[src/hw/rtl/mss_pkg.sv]
`timescale 1ns / 1ps
package mss_pkg;

    localparam int MAX_BINS   = 1048576;
    localparam int FRAC_BITS  = 16;
    localparam int CNT_W      = 21;
    localparam int DATA_W     = 64;
    localparam int STEP_W     = 7;
    localparam int ROOT_W     = 32;

    localparam logic [STEP_W-1:0] DIV_STEPS_MEAN = STEP_W'(32);
    localparam logic [STEP_W-1:0] DIV_STEPS_FULL = STEP_W'(64);

    // configuration register indexes
    localparam logic [1:0] CFG_INCLUDE_GLUED = 2'd0;
    localparam logic [1:0] CFG_VARIANCE_ALL  = 2'd1;
    localparam logic [1:0] CFG_ERROR_SCALE   = 2'd2;

    typedef enum logic [13:0] {
        S_IDLE       = 14'b00000000000001,
        S_ERR_SCALE  = 14'b00000000000010,
        S_ERR_SQUARE = 14'b00000000000100,
        S_ERR_ADD    = 14'b00000000001000,
        S_VAR_DIV    = 14'b00000000010000,
        S_VAR_MEAN   = 14'b00000000100000,
        S_VAR_PROD   = 14'b00000001000000,
        S_VAR_ADD    = 14'b00000010000000,
        S_FIN_START  = 14'b00000100000000,
        S_FIN_VDIV   = 14'b00001000000000,
        S_FIN_VSQRT  = 14'b00010000000000,
        S_FIN_EDIV   = 14'b00100000000000,
        S_FIN_ESQRT  = 14'b01000000000000,
        S_OUT        = 14'b10000000000000
    } state_t;

endpackage

[src/hw/rtl/masked_surface_statistics.sv]
`timescale 1ns / 1ps
// sequence: a bin goes through scale, square and add, then, when it enters the variance, a mean
// division, mean update, product and add; a last bin then adds two divisions and two roots
// for bins in the variance the pace is set by the shared restoring divider in the mean update
// the input is not ready while a bin is being worked; a finished result waits in the output
// register while the next bins stream in
// reset: asynchronous active low, clears accumulators and sets error_scale to 1.0 (256)
module masked_surface_statistics (
    input  logic         clk,
    input  logic         rst_n,
    // configuration write port
    input  logic         cfg_we,
    input  logic [1:0]   cfg_index,
    input  logic [15:0]  cfg_wdata,
    // bin stream
    input  logic         s_tvalid,
    output logic         s_tready,
    input  logic [95:0]  s_tdata,   // energy, error_value, sample_count
    input  logic         s_tlast,   // last bin of the surface
    // result stream
    output logic         m_tvalid,
    input  logic         m_tready,
    output logic [199:0] m_tdata    // variance, std_dev, rms_error, max_error, min_energy,
                                    // bins_used, zero pad
);

    localparam int FB = mss_pkg::FRAC_BITS;
    localparam int CW = mss_pkg::CNT_W;

    mss_pkg::state_t state_reg, state_next;

    // configuration
    logic        glued_reg;
    logic        var_all_reg;
    logic [15:0] scale_reg;

    // captured bin
    logic signed [31:0] energy_reg;
    logic signed [31:0] err_reg;
    logic               pass_reg;
    logic               vtake_reg;
    logic               last_reg;

    // accumulators
    logic [CW-1:0]      var_count_reg, var_count_next;
    logic signed [31:0] mean_reg, mean_next;
    logic [63:0]        m2_reg, m2_next;
    logic [CW-1:0]      err_count_reg, err_count_next;
    logic [63:0]        err_sum_reg, err_sum_next;
    logic [30:0]        peak_reg, peak_next;
    logic signed [31:0] floor_reg, floor_next;
    logic               seen_reg, seen_next;

    // working values
    logic [63:0] prod_reg;
    logic        d1_neg_reg;
    logic [31:0] d1_abs_reg;
    logic [63:0] var_q_reg;
    logic [31:0] sd_reg;
    logic [31:0] rms_reg;

    // result register
    logic         m_tvalid_reg;
    logic [195:0] m_data_reg;

    // shared multiplier
    logic [31:0] mul_a, mul_b;
    logic [63:0] product;

    // divider and root unit
    logic                        div_start;
    logic [mss_pkg::STEP_W-1:0]  div_steps;
    logic [63:0]                 div_dividend;
    logic [CW-1:0]               div_divisor;
    logic [63:0]                 div_quot;
    logic                        div_done;
    logic                        sqrt_start;
    logic [63:0]                 sqrt_rad;
    logic [31:0]                 sqrt_root;
    logic                        sqrt_done;

    logic               in_fire;
    logic signed [31:0] in_energy, in_count;
    logic [31:0]        err_abs;
    logic [38:0]        mag;
    logic [31:0]        mag_cap;
    logic [30:0]        mag_peak;
    logic signed [32:0] d_cur;
    logic [31:0]        d_cur_abs;
    logic [64:0]        sum_err;
    logic [64:0]        sum_m2;
    logic signed [33:0] mean_sum;
    logic [33:0]        q_ext;
    logic               out_free;

    assign in_fire   = s_tvalid && s_tready;
    assign in_energy = s_tdata[31:0];
    assign in_count  = s_tdata[95:64];
    assign s_tready  = (state_reg == mss_pkg::S_IDLE);
    assign out_free  = !m_tvalid_reg || m_tready;

    assign err_abs  = err_reg[31] ? 32'(~err_reg + 32'sd1) : err_reg;
    assign mag      = prod_reg[46:8];
    assign mag_cap  = (|mag[38:32]) ? 32'hFFFF_FFFF : mag[31:0];
    assign mag_peak = (|mag[38:31]) ? 31'h7FFF_FFFF : mag[30:0];

    // distance of the bin energy from the current mean
    assign d_cur     = {energy_reg[31], energy_reg} - {mean_reg[31], mean_reg};
    assign d_cur_abs = d_cur[32] ? 32'(-d_cur) : d_cur[31:0];

    assign sum_err  = {1'b0, err_sum_reg} + {17'b0, prod_reg[63:FB]};
    assign sum_m2   = {1'b0, m2_reg} + {17'b0, prod_reg[63:FB]};
    assign q_ext    = {2'b00, div_quot[31:0]};
    assign mean_sum = {{2{mean_reg[31]}}, mean_reg}
                    + (d1_neg_reg ? -$signed(q_ext) : $signed(q_ext));

    // multiplier operand selection
    always_comb
    begin
        mul_a = d1_abs_reg;
        mul_b = d_cur_abs;
        if (state_reg == mss_pkg::S_ERR_SCALE)
        begin
            mul_a = err_abs;
            mul_b = {16'b0, scale_reg};
        end
        else if (state_reg == mss_pkg::S_ERR_SQUARE)
        begin
            mul_a = mag_cap;
            mul_b = mag_cap;
        end
    end
    assign product = mul_a * mul_b;

    // divider request: mean step, then variance and error sums at the end of a surface
    always_comb
    begin
        div_start    = 1'b0;
        div_steps    = mss_pkg::DIV_STEPS_FULL;
        div_dividend = m2_reg;
        div_divisor  = var_count_reg;
        if (state_reg == mss_pkg::S_ERR_ADD && vtake_reg)
        begin
            div_start    = 1'b1;
            div_steps    = mss_pkg::DIV_STEPS_MEAN;
            div_dividend = {d_cur_abs, 32'b0};
            div_divisor  = var_count_reg + 1'b1;
        end
        else if (state_reg == mss_pkg::S_FIN_START)
        begin
            div_start = 1'b1;
        end
        else if (state_reg == mss_pkg::S_FIN_VSQRT && sqrt_done)
        begin
            div_start    = 1'b1;
            div_dividend = err_sum_reg;
            div_divisor  = err_count_reg;
        end
    end

    // root of a Q value: radicand shifted up by the fraction bits
    assign sqrt_start = ((state_reg == mss_pkg::S_FIN_VDIV) || (state_reg == mss_pkg::S_FIN_EDIV))
                        && div_done;
    assign sqrt_rad   = div_quot << FB;

    mss_div u_div (
        .clk      (clk),
        .rst_n    (rst_n),
        .start    (div_start),
        .steps    (div_steps),
        .dividend (div_dividend),
        .divisor  (div_divisor),
        .quotient (div_quot),
        .done     (div_done)
    );

    mss_sqrt u_sqrt (
        .clk      (clk),
        .rst_n    (rst_n),
        .start    (sqrt_start),
        .radicand (sqrt_rad),
        .root     (sqrt_root),
        .done     (sqrt_done)
    );

    // sequencer and accumulator updates
    always_comb
    begin
        state_next     = state_reg;
        var_count_next = var_count_reg;
        mean_next      = mean_reg;
        m2_next        = m2_reg;
        err_count_next = err_count_reg;
        err_sum_next   = err_sum_reg;
        peak_next      = peak_reg;
        floor_next     = floor_reg;
        seen_next      = seen_reg;
        unique case (state_reg)
            mss_pkg::S_IDLE:
            begin
                if (in_fire)
                begin
                    // minimum energy over every bin with a nonzero count
                    if (in_count != 32'sd0 && (!seen_reg || in_energy < floor_reg))
                    begin
                        floor_next = in_energy;
                        seen_next  = 1'b1;
                    end
                    state_next = mss_pkg::S_ERR_SCALE;
                end
            end
            mss_pkg::S_ERR_SCALE:
                state_next = mss_pkg::S_ERR_SQUARE;
            mss_pkg::S_ERR_SQUARE:
            begin
                // peak only from positive scaled errors
                if (pass_reg && !err_reg[31] && err_reg != 32'sd0 && mag != '0
                    && mag_peak > peak_reg)
                    peak_next = mag_peak;
                state_next = mss_pkg::S_ERR_ADD;
            end
            mss_pkg::S_ERR_ADD:
            begin
                if (pass_reg && err_count_reg < CW'(mss_pkg::MAX_BINS))
                begin
                    err_count_next = err_count_reg + 1'b1;
                    err_sum_next   = sum_err[64] ? 64'hFFFF_FFFF_FFFF_FFFF : sum_err[63:0];
                end
                if (vtake_reg)
                begin
                    var_count_next = var_count_reg + 1'b1;
                    state_next     = mss_pkg::S_VAR_DIV;
                end
                else
                    state_next = last_reg ? mss_pkg::S_FIN_START : mss_pkg::S_IDLE;
            end
            mss_pkg::S_VAR_DIV:
            begin
                if (div_done)
                    state_next = mss_pkg::S_VAR_MEAN;
            end
            mss_pkg::S_VAR_MEAN:
            begin
                mean_next  = mean_sum[31:0];
                state_next = mss_pkg::S_VAR_PROD;
            end
            mss_pkg::S_VAR_PROD:
                state_next = mss_pkg::S_VAR_ADD;
            mss_pkg::S_VAR_ADD:
            begin
                m2_next    = sum_m2[64] ? 64'hFFFF_FFFF_FFFF_FFFF : sum_m2[63:0];
                state_next = last_reg ? mss_pkg::S_FIN_START : mss_pkg::S_IDLE;
            end
            mss_pkg::S_FIN_START:
                state_next = mss_pkg::S_FIN_VDIV;
            mss_pkg::S_FIN_VDIV:
            begin
                if (div_done)
                    state_next = mss_pkg::S_FIN_VSQRT;
            end
            mss_pkg::S_FIN_VSQRT:
            begin
                if (sqrt_done)
                    state_next = mss_pkg::S_FIN_EDIV;
            end
            mss_pkg::S_FIN_EDIV:
            begin
                if (div_done)
                    state_next = mss_pkg::S_FIN_ESQRT;
            end
            mss_pkg::S_FIN_ESQRT:
            begin
                if (sqrt_done)
                    state_next = mss_pkg::S_OUT;
            end
            mss_pkg::S_OUT:
            begin
                if (out_free)
                begin
                    // surface done, start the next one clean
                    var_count_next = '0;
                    mean_next      = '0;
                    m2_next        = '0;
                    err_count_next = '0;
                    err_sum_next   = '0;
                    peak_next      = '0;
                    floor_next     = '0;
                    seen_next      = 1'b0;
                    state_next     = mss_pkg::S_IDLE;
                end
            end
            default:
                state_next = mss_pkg::S_IDLE;
        endcase
    end

    always_ff @(posedge clk or negedge rst_n)
    begin
        if (!rst_n)
        begin
            state_reg     <= mss_pkg::S_IDLE;
            glued_reg     <= 1'b0;
            var_all_reg   <= 1'b0;
            scale_reg     <= 16'd256;
            var_count_reg <= '0;
            mean_reg      <= '0;
            m2_reg        <= '0;
            err_count_reg <= '0;
            err_sum_reg   <= '0;
            peak_reg      <= '0;
            floor_reg     <= '0;
            seen_reg      <= 1'b0;
            m_tvalid_reg  <= 1'b0;
        end
        else
        begin
            state_reg     <= state_next;
            var_count_reg <= var_count_next;
            mean_reg      <= mean_next;
            m2_reg        <= m2_next;
            err_count_reg <= err_count_next;
            err_sum_reg   <= err_sum_next;
            peak_reg      <= peak_next;
            floor_reg     <= floor_next;
            seen_reg      <= seen_next;
            if (cfg_we)
            begin
                if (cfg_index == mss_pkg::CFG_INCLUDE_GLUED)
                    glued_reg <= cfg_wdata[0];
                else if (cfg_index == mss_pkg::CFG_VARIANCE_ALL)
                    var_all_reg <= cfg_wdata[0];
                else if (cfg_index == mss_pkg::CFG_ERROR_SCALE)
                    scale_reg <= cfg_wdata;
            end
            if (state_reg == mss_pkg::S_OUT && out_free)
                m_tvalid_reg <= 1'b1;
            else if (m_tready)
                m_tvalid_reg <= 1'b0;
        end
    end

    // payload registers
    always_ff @(posedge clk)
    begin
        if (in_fire)
        begin
            energy_reg <= in_energy;
            err_reg    <= s_tdata[63:32];
            last_reg   <= s_tlast;
            // sample filter: sampled bins, glued bins when enabled
            pass_reg   <= (in_count > 32'sd0) || (in_count < 32'sd0 && glued_reg);
            vtake_reg  <= ((in_count > 32'sd0) || (in_count < 32'sd0 && glued_reg)
                           || var_all_reg) && (var_count_reg < CW'(mss_pkg::MAX_BINS));
        end
        if (state_reg == mss_pkg::S_ERR_SCALE || state_reg == mss_pkg::S_ERR_SQUARE
            || state_reg == mss_pkg::S_VAR_PROD)
            prod_reg <= product;
        if (state_reg == mss_pkg::S_ERR_ADD)
        begin
            d1_neg_reg <= d_cur[32];
            d1_abs_reg <= d_cur_abs;
        end
        if (state_reg == mss_pkg::S_FIN_VDIV && div_done)
            var_q_reg <= div_quot;
        if (state_reg == mss_pkg::S_FIN_VSQRT && sqrt_done)
            sd_reg <= (|div_quot[63:64-FB]) ? 32'hFFFF_FFFF : sqrt_root;
        if (state_reg == mss_pkg::S_FIN_ESQRT && sqrt_done)
            rms_reg <= (|div_quot[63:64-FB]) ? 32'hFFFF_FFFF : sqrt_root;
        if (state_reg == mss_pkg::S_OUT && out_free)
        begin
            m_data_reg[47:0]    <= (var_count_reg == '0) ? 48'd0 :
                                   ((|var_q_reg[63:48]) ? 48'hFFFF_FFFF_FFFF : var_q_reg[47:0]);
            m_data_reg[79:48]   <= (var_count_reg == '0) ? 32'd0 : sd_reg;
            m_data_reg[111:80]  <= (err_count_reg == '0) ? 32'd0 : rms_reg;
            m_data_reg[142:112] <= peak_reg;
            m_data_reg[174:143] <= seen_reg ? floor_reg : 32'sd0;
            m_data_reg[195:175] <= err_count_reg;
        end
    end

    assign m_tvalid = m_tvalid_reg;
    assign m_tdata  = {4'b0, m_data_reg};

endmodule

[src/hw/rtl/mss_div.sv]
`timescale 1ns / 1ps
// restoring divider, one quotient bit per cycle
module mss_div (
    input  logic                          clk,
    input  logic                          rst_n,
    input  logic                          start,
    input  logic [mss_pkg::STEP_W-1:0]    steps,
    input  logic [mss_pkg::DATA_W-1:0]    dividend,
    input  logic [mss_pkg::CNT_W-1:0]     divisor,
    output logic [mss_pkg::DATA_W-1:0]    quotient,
    output logic                          done
);

    logic [mss_pkg::DATA_W-1:0] num_reg, num_next;
    logic [mss_pkg::CNT_W-1:0]  rem_reg, rem_next;
    logic [mss_pkg::CNT_W-1:0]  den_reg, den_next;
    logic [mss_pkg::STEP_W-1:0] cnt_reg, cnt_next;
    logic                       done_reg, done_next;
    logic [mss_pkg::CNT_W:0]    trial;
    logic [mss_pkg::CNT_W:0]    diff;

    assign trial = {rem_reg, num_reg[mss_pkg::DATA_W-1]};
    assign diff  = trial - {1'b0, den_reg};

    always_comb
    begin
        num_next  = num_reg;
        rem_next  = rem_reg;
        den_next  = den_reg;
        cnt_next  = cnt_reg;
        done_next = 1'b0;
        if (start)
        begin
            num_next = dividend;
            rem_next = '0;
            den_next = divisor;
            cnt_next = steps;
        end
        else if (cnt_reg != '0)
        begin
            if (trial >= {1'b0, den_reg})
            begin
                rem_next = diff[mss_pkg::CNT_W-1:0];
                num_next = {num_reg[mss_pkg::DATA_W-2:0], 1'b1};
            end
            else
            begin
                rem_next = trial[mss_pkg::CNT_W-1:0];
                num_next = {num_reg[mss_pkg::DATA_W-2:0], 1'b0};
            end
            cnt_next  = cnt_reg - 1'b1;
            done_next = (cnt_reg == mss_pkg::STEP_W'(1));
        end
    end

    always_ff @(posedge clk or negedge rst_n)
    begin
        if (!rst_n)
        begin
            cnt_reg  <= '0;
            done_reg <= 1'b0;
        end
        else
        begin
            cnt_reg  <= cnt_next;
            done_reg <= done_next;
        end
    end

    always_ff @(posedge clk)
    begin
        num_reg <= num_next;
        rem_reg <= rem_next;
        den_reg <= den_next;
    end

    assign quotient = num_reg;
    assign done     = done_reg;

endmodule

[src/hw/rtl/mss_sqrt.sv]
`timescale 1ns / 1ps
// digit-by-digit square root, one root bit per cycle
module mss_sqrt (
    input  logic                          clk,
    input  logic                          rst_n,
    input  logic                          start,
    input  logic [mss_pkg::DATA_W-1:0]    radicand,
    output logic [mss_pkg::ROOT_W-1:0]    root,
    output logic                          done
);

    localparam int REM_W = mss_pkg::ROOT_W + 2;

    logic [mss_pkg::DATA_W-1:0] rad_reg, rad_next;
    logic [REM_W-1:0]           rem_reg, rem_next;
    logic [mss_pkg::ROOT_W-1:0] root_reg, root_next;
    logic [5:0]                 cnt_reg, cnt_next;
    logic                       busy_reg, busy_next;
    logic                       done_reg, done_next;
    logic [REM_W+1:0]           shifted;
    logic [REM_W+1:0]           test;

    assign shifted = {rem_reg, rad_reg[mss_pkg::DATA_W-1 -: 2]};
    assign test    = {2'b00, root_reg, 2'b01};

    always_comb
    begin
        rad_next  = rad_reg;
        rem_next  = rem_reg;
        root_next = root_reg;
        cnt_next  = cnt_reg;
        busy_next = busy_reg;
        done_next = 1'b0;
        if (start)
        begin
            rad_next  = radicand;
            rem_next  = '0;
            root_next = '0;
            cnt_next  = '0;
            busy_next = 1'b1;
        end
        else if (busy_reg)
        begin
            rad_next = {rad_reg[mss_pkg::DATA_W-3:0], 2'b00};
            if (shifted >= test)
            begin
                rem_next  = REM_W'(shifted - test);
                root_next = {root_reg[mss_pkg::ROOT_W-2:0], 1'b1};
            end
            else
            begin
                rem_next  = shifted[REM_W-1:0];
                root_next = {root_reg[mss_pkg::ROOT_W-2:0], 1'b0};
            end
            cnt_next = cnt_reg + 1'b1;
            if (cnt_reg == 6'(mss_pkg::ROOT_W - 1))
            begin
                busy_next = 1'b0;
                done_next = 1'b1;
            end
        end
    end

    always_ff @(posedge clk or negedge rst_n)
    begin
        if (!rst_n)
        begin
            busy_reg <= 1'b0;
            done_reg <= 1'b0;
            cnt_reg  <= '0;
        end
        else
        begin
            busy_reg <= busy_next;
            done_reg <= done_next;
            cnt_reg  <= cnt_next;
        end
    end

    always_ff @(posedge clk)
    begin
        rad_reg  <= rad_next;
        rem_reg  <= rem_next;
        root_reg <= root_next;
    end

    assign root = root_reg;
    assign done = done_reg;

endmodule

[config.mk]
export PLATFORM = sky130hd
export DESIGN_NAME = masked_surface_statistics
export DESIGN_NICKNAME = d
export VERILOG_FILES = /design/src/hw/rtl/mss_pkg.sv /design/src/hw/rtl/masked_surface_statistics.sv /design/src/hw/rtl/mss_div.sv /design/src/hw/rtl/mss_sqrt.sv
export SDC_FILE = /design/constraint.sdc
export NUM_CORES = 2
export LEC_CHECK = 0
export BUFFER_PORTS_ARGS = -buffer_cell sky130_fd_sc_hd__buf_2
export CAP_MARGIN = 40
export CORE_MARGIN = 1
export CORE_UTILIZATION = 60
export DETAILED_ROUTE_END_ITERATION = 16
export HOLD_SLACK_MARGIN = 0.06
export PLACE_DENSITY = 0.82
export REMOVE_ABC_BUFFERS = 1
export SYNTH_ARGS = -nofsm -noshare
export SYNTH_HDL_FRONTEND = slang
export SYNTH_SLANG_ARGS = --single-unit
[constraint.sdc]
create_clock -name clk -period 17.9 [get_ports clk]
set_clock_uncertainty 0.1 [all_clocks]
set_input_delay 3.58 -clock clk [delete_from_list [all_inputs] [get_ports clk]]
set_output_delay 3.58 -clock clk [all_outputs]
set_load 0.02 [all_outputs]
======== After elaboration in Yosys (flattened, before gate mapping) ========
Index checks and enable logic that the tools add are counted.
operators by class
  divide/modulo/power cells ............... 0
  equal/unequal tests ..................... 29
  magnitude comparators ................... 8
  reductions and logical operators ........ 54
  muxes and demuxes ....................... 76
  bitwise gates (word level) .............. 3
  add/subtract/negate cells ............... 13
  multiply operators ...................... 1
  shift-type cells ........................ 0
operators with widths
  kind                     number
  $mux W64                 11
  $mux W32                 12
  $pmux W64 S2             2
  $pmux W14 S14            1
  $mux W21                 7
  $add A64 B48 Y65         2
  $pmux W32 S2             2
  $mux W14                 7
  $mux W31                 3
  $pmux W21 S2             2
  $mul A32 B32 Y64         1
  $neg A32 Y32             2
  $reduce_bool A32 Y1      2
  $pmux W31 S2             1
  $mux W48                 1
  $add A21 B1 Y21 const B  2
  $logic_not A21 Y1        2
  $lt A21 B21 Y1 const B   2
  $reduce_bool A39 Y1      1
  $ge A36 B34 Y1           1
  $mux W34                 1
  $sub A34 B34 Y34         1
  $sub A32 B32 Y33         1
  $add A32 B2 Y32 const B  1
  49 further kinds         116
word-level totals
  memories kept ........................... 0
  latch bits .............................. 0
  bits in writable memories ............... 0
  register bits ........................... 1023
  output and inout bits ................... 202
  word-level logic and storage cells ...... 223
  ROM bits ................................ 0
  bits of input ports ..................... 120

======== Longest topological paths before layout ========
  depth after elaboration ................. 7
  mapped depth ............................ 47

======== By module ========
From an unflattened synthesis, not the netlist that was laid out.
unflattened totals
  cells, all modules ...................... 9446
  area total of the unflattened synthesis .. 90478.0 µm²
by module, submodules not included
  module                     cells an instance  area each (µm²)  times used
  masked_surface_statistics  8206               77018.9          1
  mss_sqrt                   758                7676.1           1
  mss_div                    482                5783.0           1

======== Least setup slack after synthesis ========
No wires, ideal clock.
  path type ............................... register to register
  start point ............................. reg mean_reg[0]
  end point ............................... reg prod_reg[57], data pin
  setup time .............................. 259 ps
  data arrival time ....................... 10622 ps
  clock period less this slack ............ 10981 ps
  path slack .............................. 6919 ps
  stages on the path, launching flop included .. 43
  path buffers ............................ 2
  data required time ...................... 17541 ps
  cell sequence ........................... dfrtp_1 ha_1 fa_1 nand2b_1 a21oi_1 o22ai_2 o41ai_2 xor2_1 nor2_1 nand2_1 nor4b_4 nand4_4 nor3_2 nand2b_1 xnor2_1 o221a_2 clkbuf_1 nand2_1 [7 not listed] fa_1 fa_1 fa_1 fa_1 ha_1 clkbuf_1 a21o_1 a21o_1 a21oi_1 nor2b_1 nor4_1 a2111oi_0 nand2_2 a311oi_1 o21a_1 o21ai_0 a21oi_1 xnor2_1
between the ends
  cells in the longest elaborated chain, start to end .. 6
RTL lines
  element                   line                              RTL
  start: declaration        masked_surface_statistics.sv:46   logic signed [31:0] mean_reg, mean_next;
  start signal: assignment  masked_surface_statistics.sv:319  mean_reg <= mean_next;
  $sub A32 B32 Y33 *        masked_surface_statistics.sv:108  assign d_cur = {energy_reg[31], energy_reg} - {mean_reg[31], mean_reg};
  $neg A32 Y32              masked_surface_statistics.sv:109  assign d_cur_abs = d_cur[32] ? 32'(-d_cur) : d_cur[31:0];
  $mux W32 *                masked_surface_statistics.sv:109
  named net d_cur_abs[23]   masked_surface_statistics.sv:89   logic [31:0] d_cur_abs;
  $mux W32 *                masked_surface_statistics.sv:127  else if (state_reg == mss_pkg::S_ERR_SQUARE)
  $mux W32 *                masked_surface_statistics.sv:122  if (state_reg == mss_pkg::S_ERR_SCALE)
  $mul A32 B32 Y64 *        masked_surface_statistics.sv:133  assign product = mul_a * mul_b;
  named net product[57]     masked_surface_statistics.sv:68   logic [63:0] product;
  end signal: assignment    masked_surface_statistics.sv:357  prod_reg <= product;
  end: declaration          masked_surface_statistics.sv:55   logic [63:0] prod_reg;
The timed path passes the listed nets; every way through them passes the cells marked *.
A chain may end at the register's enable or synchronous reset.

======== Final worst setup path ========
Ends and elaborated chain as after synthesis.

==> impl_metrics.py <==
metrics = {
    "grt": {
        "grt.total_usage_pct": 40.9,
        "antenna_found_initial": 16,
        "grt_pass1_wl_mm": 447,
        "gr-total-overflow": 0,
        "grt_pass1_vias": 72660,
        "grt_max_degree": 87,
    },
    "synth": {
        "synth_ff_type": "edfxtp_1",
        "async_flop_share_pct": 31.0,
        "synth_edf_count": 613,
        "synth_top_area_share_pct": 21.0,
        "postSynthCellCount": 9306,
        "yosysTopAreaCell": "edfxtp_1",
        "synth_common_cells": "inv_1, nand2_1, nor2_1, fa_1, edfxtp_1",
        "ys_ff_latch": 1015,
        "synth.avg_cell_area_um2": 9.41,
        "yosysWarnings": 0,
        "synth_most_common_cell": "inv_1",
        "synthTopCellsByArea": "edfxtp_1, fa_1, dfrtp_1",
        "yosysUniqueCellTypes": 111,
        "synth-seq-area-share_pct": 32.0,
        "syn_area_mm2": 0.0876,
    },
    "floorplan": {
        "start_util_pct": 60.7,
        "die_area_mm2": 0.148,
        "fp.dieH_um": 384,
        "rows": 139,
        "die_width_um": 384,
        "design.core.area_mm2": 0.144,
        "pin_count": 322,
    },
    "sta": {
        "hold_viol": 0,
        "worstMarginPinSlew_ps": 1070,
        "fmax_mhz": 73.6,
        "rsz0062_at_grt": "no",
        "slew_violations": 0,
        "post-route-period-util_pct": 75.9,
        "setup_tns_ps": 0,
        "setup_viol": 0,
        "slew_headroom_pct": 28.7,
        "fin_crit_ps": 13590,
    },
    "route": {
        "drt_wl_total_mm": 302,
        "routedWlPerCell_um": 26.2,
        "firstDrtPassIters": 8,
        "final_antenna_net_count": 0,
        "drc": 0,
        "via_count": 72737,
        "first_iter_violations": 8127,
        "vias_per_cell": 6.32,
    },
    "run": {
        "cap_viol_max_count": 0,
    },
    "final_layout": {
        "fill_cells": 11199,
        "largest_reg_flops": 196,
        "final_core_util_pct": 66.3,
        "area_delta_synth_final_pct": 9.16,
        "final_net_count": 11065,
        "layout-drive-gt1-share_pct": 8.87,
    },
    "setup_path": {
        "endpoint_kind": "flip-flop",
        "slowest_delay_ps": 780,
        "cp-start-kind": "flip-flop",
        "critPathSlowestCell": "a21o_1",
        "worstSetupPathType": "reg2reg",
        "cp.required_ps": 18320,
        "path_common_cell": "fa_1",
        "arrival_ps": 14010,
        "cp_max_fo": 16,
    },
    "place": {
        "place.gp.congestion": 1.06,
        "port_buffers": 317,
        "place_hpwl_mm": 232,
    },
    "cts": {
        "clk_latency_ps": 780,
        "cts_buffers": 108,
        "cts_resized": 0,
        "cts_root_buffer": "clkbuf_16",
        "cts_setup_buffers": 0,
        "cts_tree": "built",
        "clk_pin_slew_worst_paths_ps": 70,
        "clock-sinks": 1015,
        "holdBufCountCts": 0,
        "clock_path_buffers": 3,
        "htreeDepth": 3,
    },
    "run_status": {
        "status": "complete, no violations",
    },
    "worst_hold_path": {
        "min_path_type": "reg2reg",
    },
}
[layout by cell type, fill, tap and decap left out, drive strengths merged, types with 17 or more instances in the layout]
master	netlist	layout
xnor2	206	206
nand2	1159	1159
buf	54	518
nand4	68	68
or3	45	45
and2	72	72
o22ai	46	46
dfxtp	87	87
mux2	19	19
a31oi	101	101
o21a	50	50
o31ai	37	37
o211ai	22	22
nor3	109	109
inv	1274	1283
a221oi	74	74
ha	546	546
and3	63	63
clkinv	3	44
nand3	118	118
o21bai	32	32
o21ai	371	371
fa	900	900
nor2b	118	118
a211oi	59	59
dfrtp	313	313
xor2	147	147
nand2b	96	96
clkbuf	384	143
a21oi	499	499
nor2	1031	1031
a221o	36	36
mux2i	79	79
a21o	205	205
edfxtp	613	613
nor4	55	55
or2	17	17
[through the flow]
| step | worst slack, ps | instance area (um^2) | std cells | hold slack [ps] |
|---|---|---|---|---|
| 6_report | 4310 | 95600 | 11509 | 375 |
| 5_1_grt | 3810 | 95600 | 11500 | 391 |
| 4_1_cts | 4700 | 95600 | 11495 | 375 |
| 3_3_place_gp | 4830 | 91400 | 11251 | 359 |
| 2_1_floorplan | 2970 | 85900 | 8871 | 346 |
| 3_5_place_dp | 4740 | 91900 | 11289 | 363 |
[worst paths after layout]
check	cells past startpoint	end	slack (ps)	from
max in group asynchronous	2	glued_reg	13850	rst_n
min in group asynchronous	1	mean_reg[22]	2640	rst_n
min	2	u_div.rem_reg[18]	380	u_div.rem_reg[18]
max	38	prod_reg[57]	4310	mean_reg[0]
max reg2reg	38	prod_reg[57]	4310	mean_reg[0]
min reg2reg	2	u_div.rem_reg[18]	380	u_div.rem_reg[18]
[critical path: cells and delay by family (launching register included)]
| family | cells | cell delay, ps |
|---|---|---|
| AOI/OAI and AO/OA | 16 | 5270 |
| adders and majority gates | 11 | 5170 |
| and+or+nand+nor | 8 | 1680 |
| xor gates and xnor gates | 2 | 590 |
| DFF | 1 | 410 |
| buffers and inverters | 1 | 60 |
[logic make-up after synthesis]
group | count (synthesis) | share of synthesized area, %
and+or+nand+nor | 3011 | 15.2
buffers and inverters | 1715 | 7.43
AOI/OAI and AO/OA | 1667 | 12.3
adders and majority gates | 1446 | 28.4
DFF | 1015 | 32.0
xor gates and xnor gates | 353 | 3.56
muxes | 98 | 1.15
other | 1 | 0.00428
[per-layer routing]
metal | GRT usage (%) | share of wire (%) | vias up | wire, um
met2 | 61.7 | 44 | 4762 | 132000
li1 | - | - | 31216 | -
met4 | 25.9 | 7.7 | 12 | 23100
met1 | 50.3 | 36 | 35622 | 107000
met3 | 14.1 | 13 | 1125 | 39500
met5 | 0 | 0.025 | - | 75
[final cells by class]
type	count	area [um^2]	share of cell area (%)
Inverter	1277	4800	5.02
Sequential cell	1015	28000	29.3
Timing Repair Buffer	518	3440	3.59
Antenna cell	11	27.5	0.0288
Clock inverter	63	682	0.713
Multi-Input combinational cell	6579	53300	55.8
Tap cell	1903	2380	2.49
Clock buffer	143	2930	3.06
Power is not shown: default switching activity piles up to over one toggle a cycle in this logic, so the estimate is an artifact.
